[config.mk]
export PLATFORM = sky130hd
export DESIGN_NAME = steim_difference_decoder_flat
export DESIGN_NICKNAME = d
export VERILOG_FILES = /design/src/sv/sdd_pkg.sv /design/src/sv/sdd_if.sv /design/src/sv/sdd_ctrl.sv /design/src/sv/sdd_dp.sv /design/src/sv/steim_difference_decoder.sv /design/src/flat_wrapper.sv
export SDC_FILE = /design/constraint.sdc
export NUM_CORES = 1
export LEC_CHECK = 0
export BUFFER_PORTS_ARGS = -buffer_cell sky130_fd_sc_hd__buf_2
export CORE_MARGIN = 5
export CORE_UTILIZATION = 30
export DETAILED_ROUTE_END_ITERATION = 10
export MAX_ROUTING_LAYER = met4
export PLACE_DENSITY = 0.51
export SLEW_MARGIN = 25
export SYNTH_ARGS = -nofsm -noshare
export SYNTH_HDL_FRONTEND = slang
export SYNTH_HIERARCHICAL = 1
export SYNTH_SLANG_ARGS = --single-unit
[constraint.sdc]
create_clock -name i_clk -period 6.17 [get_ports i_clk]
set_input_delay 0.617 -clock i_clk [delete_from_list [all_inputs] [get_ports i_clk]]
set_output_delay 0.617 -clock i_clk [all_outputs]
set_load 0.02 [all_outputs]
[src/sv/sdd_pkg.sv]
`timescale 1ns / 1ps
// Shared types, constants and the word layout table of the Steim difference decoder.
package sdd_pkg;

    localparam int unsigned FRAME_WORDS = 16;
    localparam int unsigned POS_W       = $clog2(FRAME_WORDS);
    localparam logic [POS_W-1:0] POS_LAST = POS_W'(FRAME_WORDS - 1);

    localparam logic [1:0] LEVEL_STEIM1 = 2'd1;
    localparam logic [1:0] LEVEL_RESET  = 2'd2;

    // Two-bit codes of the control word and sub-codes in the top of a data word.
    localparam logic [1:0] CODE_NONE  = 2'd0;
    localparam logic [1:0] CODE_BYTES = 2'd1;
    localparam logic [1:0] CODE_TWO   = 2'd2;
    localparam logic [1:0] CODE_THREE = 2'd3;
    localparam logic [1:0] SUB_0 = 2'd0;
    localparam logic [1:0] SUB_1 = 2'd1;
    localparam logic [1:0] SUB_2 = 2'd2;
    localparam logic [1:0] SUB_3 = 2'd3;

    // count: differences in the word, width: bits each, lead: unused bits above them.
    typedef struct packed {
        logic [2:0] count;
        logic [5:0] width;
        logic [5:0] lead;
    } t_layout;

    localparam t_layout LAYOUT_NONE = '{count: 3'd0, width: 6'd0, lead: 6'd0};
    localparam t_layout LAYOUT_SEED = '{count: 3'd1, width: 6'd32, lead: 6'd0};

    typedef enum logic [1:0] {
        ST_IDLE,
        ST_RUN,
        ST_FIN
    } t_state;

    typedef struct packed {
        logic load;
        logic skip;
        logic emit;
        logic fin;
    } t_cmd;

    typedef struct packed {
        logic done;
        logic skip_pend;
        logic out_free;
        logic last;
    } t_status;

    function automatic t_layout layout_of(input logic [1:0] level, input logic [1:0] code,
                                          input logic [1:0] sub);
        t_layout l;
        l = LAYOUT_NONE;
        if (code == CODE_BYTES) begin
            l = '{count: 3'd4, width: 6'd8, lead: 6'd0};
        end else if (level == LEVEL_STEIM1) begin
            case (code)
                CODE_TWO:   l = '{count: 3'd2, width: 6'd16, lead: 6'd0};
                CODE_THREE: l = '{count: 3'd1, width: 6'd32, lead: 6'd0};
                default:    l = LAYOUT_NONE;
            endcase
        end else if (code == CODE_TWO) begin
            case (sub)
                SUB_1:   l = '{count: 3'd1, width: 6'd30, lead: 6'd2};
                SUB_2:   l = '{count: 3'd2, width: 6'd15, lead: 6'd2};
                SUB_3:   l = '{count: 3'd3, width: 6'd10, lead: 6'd2};
                default: l = LAYOUT_NONE;
            endcase
        end else if (code == CODE_THREE) begin
            case (sub)
                SUB_0:   l = '{count: 3'd5, width: 6'd6, lead: 6'd2};
                SUB_1:   l = '{count: 3'd6, width: 6'd5, lead: 6'd2};
                SUB_2:   l = '{count: 3'd7, width: 6'd4, lead: 6'd4};
                default: l = LAYOUT_NONE;
            endcase
        end
        return l;
    endfunction

endpackage

[src/sv/sdd_if.sv]
`timescale 1ns / 1ps
// Request channel interfaces for the data words in and the decoded results out.
interface sdd_in_if;
    logic        valid;
    logic        ready;
    logic [31:0] data_word;
    logic        record_start;
    logic [15:0] expected_samples;
    logic        last_word;

    modport source (output valid, data_word, record_start, expected_samples, last_word,
                    input ready);
    modport sink (input valid, data_word, record_start, expected_samples, last_word,
                  output ready);
endinterface

interface sdd_out_if;
    logic               valid;
    logic               ready;
    logic signed [31:0] sample;
    logic               record_end;
    logic               record_ok;
    logic               last_of_item;

    modport source (output valid, sample, record_end, record_ok, last_of_item,
                    input ready);
    modport sink (input valid, sample, record_end, record_ok, last_of_item,
                  output ready);
endinterface

[src/sv/sdd_ctrl.sv]
`timescale 1ns / 1ps
// Sequencer that steps the datapath through the differences of one word.
module sdd_ctrl (
    input  logic             i_clk,
    input  logic             i_rst_n,
    input  logic             i_in_valid,
    output logic             o_in_ready,
    input  sdd_pkg::t_status i_status,
    output sdd_pkg::t_cmd    o_cmd
);

    sdd_pkg::t_state r_state;
    sdd_pkg::t_state n_state;

    always_ff @(posedge i_clk) begin
        if (!i_rst_n) begin
            r_state <= sdd_pkg::ST_IDLE;
        end else begin
            r_state <= n_state;
        end
    end

    always_comb begin
        n_state    = r_state;
        o_cmd      = '0;
        o_in_ready = 1'b0;
        case (r_state)
            sdd_pkg::ST_IDLE: begin
                o_in_ready = 1'b1;
                if (i_in_valid) begin
                    o_cmd.load = 1'b1;
                    n_state    = sdd_pkg::ST_RUN;
                end
            end
            sdd_pkg::ST_RUN: begin
                if (i_status.done) begin
                    n_state = i_status.last ? sdd_pkg::ST_FIN : sdd_pkg::ST_IDLE;
                end else if (i_status.skip_pend) begin
                    o_cmd.skip = 1'b1;
                end else if (i_status.out_free) begin
                    o_cmd.emit = 1'b1;
                end
            end
            sdd_pkg::ST_FIN: begin
                if (i_status.out_free) begin
                    o_cmd.fin = 1'b1;
                    n_state   = sdd_pkg::ST_IDLE;
                end
            end
            default: begin
                n_state = sdd_pkg::ST_IDLE;
            end
        endcase
    end

`ifndef SYNTH
    a_result_needs_room: assert property (@(posedge i_clk) disable iff (!i_rst_n)
        (o_cmd.emit || o_cmd.fin) |-> i_status.out_free)
        else $error("result written while the output register is still full");
    a_no_load_while_busy: assert property (@(posedge i_clk) disable iff (!i_rst_n)
        (r_state != sdd_pkg::ST_IDLE) |-> !o_cmd.load)
        else $error("word loaded while the previous word is in progress");
    a_fin_after_last: assert property (@(posedge i_clk) disable iff (!i_rst_n)
        o_cmd.fin |-> i_status.last)
        else $error("end result on a word that is not the last");
`endif

endmodule

[src/sv/sdd_dp.sv]
`timescale 1ns / 1ps
// Datapath: frame state, difference extraction, running sum and the output register.
module sdd_dp (
    input  logic              i_clk,
    input  logic              i_rst_n,
    input  logic              i_cfg_we,
    input  logic [1:0]        i_cfg_data,
    input  logic [31:0]       i_data_word,
    input  logic              i_record_start,
    input  logic [15:0]       i_expected_samples,
    input  logic              i_last_word,
    input  sdd_pkg::t_cmd     i_cmd,
    output sdd_pkg::t_status  o_status,
    sdd_out_if.source         o_out
);

    logic [1:0]               r_level;
    logic [sdd_pkg::POS_W-1:0] r_pos;
    logic                     r_first;
    logic [31:0]              r_ctrl;
    logic [31:0]              r_run;
    logic [15:0]              r_emitted;
    logic [15:0]              r_target;
    logic                     r_skip;
    logic [31:0]              r_shreg;
    sdd_pkg::t_layout         r_lay;
    logic [2:0]               r_idx;
    logic                     r_seed;
    logic                     r_last;
    logic                     r_out_valid;
    logic [31:0]              r_out_sample;
    logic                     r_out_end;
    logic                     r_out_ok;
    logic                     r_out_lastof;

    logic [sdd_pkg::POS_W-1:0] pos_eff;
    logic                     first_eff;
    logic                     is_ctrl;
    logic                     is_seed;
    logic                     is_unused;
    logic [5:0]               code_shamt;
    logic [31:0]              ctrl_sh;
    sdd_pkg::t_layout         lay;
    logic signed [31:0]       field;
    logic [31:0]              sum;
    logic                     more;
    logic                     out_free;

    // Decode of the word being accepted.
    always_comb begin
        pos_eff    = i_record_start ? '0 : r_pos;
        first_eff  = i_record_start | r_first;
        is_ctrl    = (pos_eff == '0);
        is_seed    = first_eff && (pos_eff == sdd_pkg::POS_W'(1));
        is_unused  = first_eff && (pos_eff == sdd_pkg::POS_W'(2));
        // The code for word k sits at bits 33-2k and 32-2k of the control word.
        code_shamt = 6'd32 - {1'b0, pos_eff, 1'b0};
        ctrl_sh    = r_ctrl >> code_shamt;
        if (is_ctrl || is_unused) begin
            lay = sdd_pkg::LAYOUT_NONE;
        end else if (is_seed) begin
            lay = sdd_pkg::LAYOUT_SEED;
        end else begin
            lay = sdd_pkg::layout_of(r_level, ctrl_sh[1:0], i_data_word[31:30]);
        end
    end

    // The next difference always sits at the top of the shift register.
    always_comb begin
        field    = $signed(r_shreg) >>> (6'd32 - r_lay.width);
        sum      = r_run + (r_seed ? 32'd0 : field);
        more     = (({1'b0, r_idx} + 4'd1) < {1'b0, r_lay.count}) &&
                   ((r_emitted + 16'd1) < r_target);
        out_free = !r_out_valid || o_out.ready;
        o_status.done      = (r_idx >= r_lay.count) || (r_emitted >= r_target);
        o_status.skip_pend = r_skip && !r_seed;
        o_status.out_free  = out_free;
        o_status.last      = r_last;
    end

    always_ff @(posedge i_clk) begin
        if (!i_rst_n) begin
            r_level   <= sdd_pkg::LEVEL_RESET;
            r_pos     <= '0;
            r_first   <= 1'b1;
            r_ctrl    <= '0;
            r_run     <= '0;
            r_emitted <= '0;
            r_target  <= '0;
            r_skip    <= 1'b0;
            r_lay     <= sdd_pkg::LAYOUT_NONE;
            r_idx     <= '0;
            r_seed    <= 1'b0;
            r_last    <= 1'b0;
        end else begin
            if (i_cfg_we) begin
                r_level <= i_cfg_data;
            end
            if (i_cmd.load) begin
                if (is_ctrl) begin
                    r_ctrl <= i_data_word;
                end
                if (is_seed) begin
                    r_run <= i_data_word;
                end else if (i_record_start) begin
                    r_run <= '0;
                end
                if (i_record_start) begin
                    r_emitted <= '0;
                    r_target  <= i_expected_samples;
                    r_skip    <= 1'b1;
                end
                if (pos_eff == sdd_pkg::POS_LAST) begin
                    r_pos   <= '0;
                    r_first <= 1'b0;
                end else begin
                    r_pos   <= pos_eff + sdd_pkg::POS_W'(1);
                    r_first <= first_eff;
                end
                r_lay  <= lay;
                r_idx  <= '0;
                r_seed <= is_seed;
                r_last <= i_last_word;
            end
            if (i_cmd.skip) begin
                r_skip <= 1'b0;
                r_idx  <= r_idx + 3'd1;
            end
            if (i_cmd.emit) begin
                r_run     <= sum;
                r_idx     <= r_idx + 3'd1;
                r_emitted <= r_emitted + 16'd1;
            end
        end
    end

    always_ff @(posedge i_clk) begin
        if (i_cmd.load) begin
            r_shreg <= i_data_word << lay.lead;
        end else if (i_cmd.skip || i_cmd.emit) begin
            r_shreg <= r_shreg << r_lay.width;
        end
    end

    // Output register: a finished result waits here while the next one is prepared.
    always_ff @(posedge i_clk) begin
        if (!i_rst_n) begin
            r_out_valid <= 1'b0;
        end else if (i_cmd.emit || i_cmd.fin) begin
            r_out_valid <= 1'b1;
        end else if (o_out.ready) begin
            r_out_valid <= 1'b0;
        end
    end

    always_ff @(posedge i_clk) begin
        if (i_cmd.emit) begin
            r_out_sample <= sum;
            r_out_end    <= 1'b0;
            r_out_ok     <= 1'b0;
            r_out_lastof <= !r_last && !more;
        end else if (i_cmd.fin) begin
            r_out_sample <= '0;
            r_out_end    <= 1'b1;
            r_out_ok     <= (r_emitted == r_target);
            r_out_lastof <= 1'b1;
        end
    end

    assign o_out.valid        = r_out_valid;
    assign o_out.sample       = r_out_sample;
    assign o_out.record_end   = r_out_end;
    assign o_out.record_ok    = r_out_ok;
    assign o_out.last_of_item = r_out_lastof;

`ifndef SYNTH
    a_count_capped: assert property (@(posedge i_clk) disable iff (!i_rst_n)
        r_emitted <= r_target)
        else $error("more samples emitted than the record holds");
    a_index_in_word: assert property (@(posedge i_clk) disable iff (!i_rst_n)
        r_idx <= r_lay.count)
        else $error("difference index ran past the word layout");
    a_emit_shows: assert property (@(posedge i_clk) disable iff (!i_rst_n)
        (i_cmd.emit || i_cmd.fin) |=> r_out_valid)
        else $error("result lost on its way to the output register");
`endif

endmodule

[src/sv/steim_difference_decoder.sv]
`timescale 1ns / 1ps
// Top level of the Steim1/Steim2 difference decoder.
// The first result of a taken word passes the sequencer state and then the output register,
// after a skipped first difference when one comes first.
// The differences of a word (up to 7) are handled one per cycle while the output register
// has room; the next word is taken once this one is done, and the last adds an end result.
// A full output register that is not drained stalls the sequence.
// Reset (synchronous, active low) clears frame state, counts and Steim level (to Steim2).
module steim_difference_decoder (
    input  logic       i_clk,
    input  logic       i_rst_n,
    input  logic       i_cfg_we,
    input  logic [1:0] i_cfg_data,
    sdd_in_if.sink     i_in,
    sdd_out_if.source  o_out
);

    sdd_pkg::t_cmd    cmd;
    sdd_pkg::t_status status;
    logic             in_ready;

    assign i_in.ready = in_ready;

    sdd_ctrl u_ctrl (
        .i_clk      (i_clk),
        .i_rst_n    (i_rst_n),
        .i_in_valid (i_in.valid),
        .o_in_ready (in_ready),
        .i_status   (status),
        .o_cmd      (cmd)
    );

    sdd_dp u_dp (
        .i_clk              (i_clk),
        .i_rst_n            (i_rst_n),
        .i_cfg_we           (i_cfg_we),
        .i_cfg_data         (i_cfg_data),
        .i_data_word        (i_in.data_word),
        .i_record_start     (i_in.record_start),
        .i_expected_samples (i_in.expected_samples),
        .i_last_word        (i_in.last_word),
        .i_cmd              (cmd),
        .o_status           (status),
        .o_out              (o_out)
    );

endmodule

[src/flat_wrapper.sv]
// flat-port wrapper written by rule: the top's interface ports become plain ports
module steim_difference_decoder_flat 
  (i_clk, i_rst_n, i_cfg_we, i_cfg_data, i_in_valid, i_in_data_word, i_in_record_start, i_in_expected_samples, i_in_last_word, i_in_ready, o_out_valid, o_out_sample, o_out_record_end, o_out_record_ok, o_out_last_of_item, o_out_ready);
  sdd_in_if i_in_i ();
  sdd_out_if o_out_i ();
  input  logic i_clk;
  input  logic i_rst_n;
  input  logic i_cfg_we;
  input  logic [1:0] i_cfg_data;
  input wire logic [$bits(i_in_i.valid)-1:0] i_in_valid;
  input wire logic [$bits(i_in_i.data_word)-1:0] i_in_data_word;
  input wire logic [$bits(i_in_i.record_start)-1:0] i_in_record_start;
  input wire logic [$bits(i_in_i.expected_samples)-1:0] i_in_expected_samples;
  input wire logic [$bits(i_in_i.last_word)-1:0] i_in_last_word;
  output wire logic [$bits(i_in_i.ready)-1:0] i_in_ready;
  output wire logic [$bits(o_out_i.valid)-1:0] o_out_valid;
  output wire logic [$bits(o_out_i.sample)-1:0] o_out_sample;
  output wire logic [$bits(o_out_i.record_end)-1:0] o_out_record_end;
  output wire logic [$bits(o_out_i.record_ok)-1:0] o_out_record_ok;
  output wire logic [$bits(o_out_i.last_of_item)-1:0] o_out_last_of_item;
  input wire logic [$bits(o_out_i.ready)-1:0] o_out_ready;
  assign i_in_i.valid = i_in_valid;
  assign i_in_i.data_word = i_in_data_word;
  assign i_in_i.record_start = i_in_record_start;
  assign i_in_i.expected_samples = i_in_expected_samples;
  assign i_in_i.last_word = i_in_last_word;
  assign i_in_ready = i_in_i.ready;
  assign o_out_valid = o_out_i.valid;
  assign o_out_sample = o_out_i.sample;
  assign o_out_record_end = o_out_i.record_end;
  assign o_out_record_ok = o_out_i.record_ok;
  assign o_out_last_of_item = o_out_i.last_of_item;
  assign o_out_i.ready = o_out_ready;
  steim_difference_decoder u_core (.i_clk(i_clk), .i_rst_n(i_rst_n), .i_cfg_we(i_cfg_we), .i_cfg_data(i_cfg_data), .i_in(i_in_i), .o_out(o_out_i));
endmodule
==> impl_metrics.yaml <==
outcome:
  status: "completed"
power_and_ir_drop:
  pwr-share-comb_pct: 21.0
  vdd_drop_max_mv: 0.201
  swShare_pct: 32.6
  power_switching_uw: 1030
  intPower_uw: 2140
  p_clk_share_pct: 34.5
  p_per_area_nw_per_um2: 198
  p_seq_share_pct: 44.4
  p_leak_uw: 0.00658
drt:
  via_per_inst: 5.59
  wl_per_cell_um: 21.4
  drt_iter0_drc: 1200
  num_vias: 13200
  firstDrtPassIters: 5
  ant_nets: 0
  drcViolationCount: 0
  drt_wl_total_um: 50400
finish:
  stdcell_area_um2: 16000
  area_growth_pct: 11.2
  drive_gt1_share_pct: 13.6
  nNetsFinal: 1871
  layout_commonest_cell: "nand2_1"
  final_cell_mix: "nand2_1, a21oi_1, dfxtp_1, o21ai_0, nor2_1"
  num_antenna_cells: 0
flow_run:
  max-cap-violations: 0
clock_tree:
  path_clk_slew_ps: 80
  cts_buffer_depth: 2
  numClockSinks: 188
  cts.repair.resized: 0
  cts_tree: "built"
  worstSkewPairLatency_ps: 470
  ctsHoldBuffers: 0
  post_cts_buffers: 0
  h-tree-depth: 4
  clk_root_buffer_cell: "clkbuf_16"
  numCtsBuffers: 17
synth:
  synth_top_area_share_pct: 17.1
  yosysTopAreaCell: "dfxtp_1"
  synth_fp_nets: 1845
  synthTopCellsByArea: "dfxtp_1, edfxtp_1, ha_1"
  syn_inst: 1703
  syn_area_per_cell_um2: 8.45
  ys_types: 74
  syn-cell-area_um2: 14400
  synth_edf_count: 65
  yosysSeqAreaShare_pct: 30.7
  ys_async_sr_fraction_pct: 0
  ys_ff_latch: 188
  yosysWarnings: 6
  synthFlopType: "dfxtp_1"
global_routing:
  antenna_found_initial: 1
  grt_pass1_wl_um: 76800
  grt_max_degree: 81
  grt_usage_pct: 19.2
  grt_overflow: 0
  grt_pass1_vias: 12500
timing:
  relSlewSlack_pct: 37.2
  hold_violations: 0
  period_needed_ps: 5250
  tightest_slew_ps: 934
  fin_tns_setup_ps: 0
  setup_viol: 0
  max_freq_mhz: 191
  rsz0062_at_grt: "no"
  fin_crit_sh_pct: 85.0
  final.setup_skew_ps: 18.8
  slew_viol_final: 0
die:
  core_area_um2: 47500
  num_rows: 80
  fp.dieW_um: 229
  io_pins: 94
  die_y_um: 229
  dieArea_um2: 52400
  start_util_pct: 30.3
worst_setup_path:
  worst-path-max-fanout: 18
  r2r_slack_ps: 920
  arrival_ps: 5630
  cp-end-kind: "register"
  worstPathRequired_ps: 6550
  setup.worst_path.class: "register to register"
  start_kind: "register"
  r2r-end: "u_core/u_dp/r_run[29]"
  r2r_cells: 17
  rr_startpoint: "u_core/u_dp/r_lay[6]"
worst_hold_path:
  min_from: "i_cfg_data[1]"
  whs_endpoint: "u_core/u_dp/r_level[1]"
  hold_class: "input pin to register"
  hold_depth: 3
placement:
  gp_congestion: 0.975
  place_hpwl_um: 38400
  placed_area_um2: 15500
  portBuffers: 93
-- cell usage after synthesis (8+ instances only) --
library cell / number
mux2_2: 15
nand2b_1: 19
buf_1: 13
a21oi_1: 138
clkbuf_1: 94
a21boi_0: 54
a21o_1: 26
inv_1: 40
and3_1: 23
a31oi_1: 19
edfxtp_1: 65
a211oi_1: 17
dfxtp_1: 123
nor3_1: 22
a221oi_1: 10
o21bai_1: 9
nand4_1: 11
nand2_1: 273
nor2_1: 98
o22a_1: 8
o22ai_1: 11
o21ai_0: 110
nor2b_1: 32
mux2i_1: 94
mux4_2: 40
xnor2_1: 19
and2_1: 31
ha_1: 84
buf_2: 9
o221ai_1: 22
o21a_1: 23
nand3_1: 29
xor2_1: 17
-- per-layer routing --
layer | routed length [um] | up-vias | part of all wire, % | GRT usage, %
met2 | 24000 | 424 | 48 | 31.0
met5 | 0 | - | 0 | -
met3 | 2770 | 62 | 5.5 | 2.98
met1 | 21800 | 6421 | 43 | 24.1
li1 | - | 6279 | - | -
met4 | 1920 | 0 | 3.8 | 7.72
-- registers in the layout, indices dropped and copies added, names as in the netlist --
signal                          cells
u_core/u_dp/r_level                 2
u_core/u_dp/r_emitted              16
u_core/u_dp/r_skip                  1
u_core/u_dp/r_shreg                32
u_core/u_dp/r_pos                   4
u_core/u_dp/r_seed                  1
u_core/u_dp/r_lay                   9
u_core/u_dp/r_ctrl                 32
u_core/u_dp/o_out.sample           32
u_core/u_dp/o_out.valid             1
u_core/u_ctrl/r_state               2
u_core/u_dp/r_run                  32
u_core/u_dp/o_out.last_of_item      1
u_core/u_dp/o_out.record_ok         1
u_core/u_dp/o_out.record_end        1
u_core/u_dp/r_last                  1
u_core/u_dp/r_target               16
u_core/u_dp/r_first                 1
u_core/u_dp/r_idx                   3
-- kinds of logic (layout without fill, tap and decap cells) --
family          count (synthesis)  count (layout)  share of synthesized area (%)
buf+inv                       163             202                           4.49
mux                           150             150                           14.1
simple gates                  569             569                           18.1
fa+ha+maj                      85              85                           7.44
xor+xnor                       37              37                           2.30
flops                         188             188                           30.7
compound gates                511             511                           22.9
-- how the worst max path moves through the flow --
stage / endpoint / start / cells after the start / slack [ps]
after floorplan: u_core/u_dp/r_run[31] / u_core/u_dp/r_lay[6] / 25 / 420
after global placement: u_core/u_dp/r_run[31] / u_core/u_dp/r_lay[6] / 18 / 1080
after detailed placement: u_core/u_dp/r_run[22] / u_core/u_dp/r_lay[6] / 18 / 1020
after CTS: u_core/u_dp/r_run[22] / u_core/u_dp/r_lay[6] / 18 / 990
after global routing: u_core/u_dp/r_run[22] / u_core/u_dp/r_lay[6] / 23 / 450
final: u_core/u_dp/r_run[29] / u_core/u_dp/r_lay[6] / 17 / 920
-- per-stage QoR --
step / cells / power (uW) / worst slack, ps / hold slack (ps) / utilization (%)
4_1_cts: 2357 / 3200 / 986 / 346 / 33.7
3_3_place_gp: 2325 / 2100 / 1080 / 450 / 32.5
6_report: 2357 / 3170 / 925 / 374 / 33.7
5_1_grt: 2357 / 3320 / 453 / 364 / 33.7
2_1_floorplan: 1703 / 1860 / 425 / 440 / -
3_5_place_dp: 2325 / 2100 / 1020 / 459 / 32.5
-- critical path, cell delays in order (launching register included) --
cell and delay (ps):
dfxtp_2 410, nor3_1 790, xnor2_2 320, buf_4 290, and3_1 160, a31o_2 250, mux2_2 310, a21oi_1 210
ha_1 200, o21ai_0 160, o21ai_0 370, nand3_1 190, a21boi_1 470, a211oi_1 240, o31ai_1 330, xor2_1 210
a22oi_1 90, a21oi_1 160
-- power groups by stage --
stage                     combinational (uW)  clock (uW)  sequential (uW)
after floorplan                          453           0             1410
after detailed placement                 659           0             1440
after global routing                     730        1170             1420
final                                    668        1100             1410
after global placement                   660           0             1440
after CTS                                663        1130             1410
-- final cells by class --
class | count | area [um^2]
clock buffers | 19 | 443
clock inverters | 13 | 110
fillers | 4943 | 31500
inverters | 42 | 158
multi-input cells | 1352 | 9380
flip-flops and latches | 188 | 4420
well taps | 615 | 769
repair buffers | 128 | 731
Note: power is estimated with default switching activity, not from simulation.
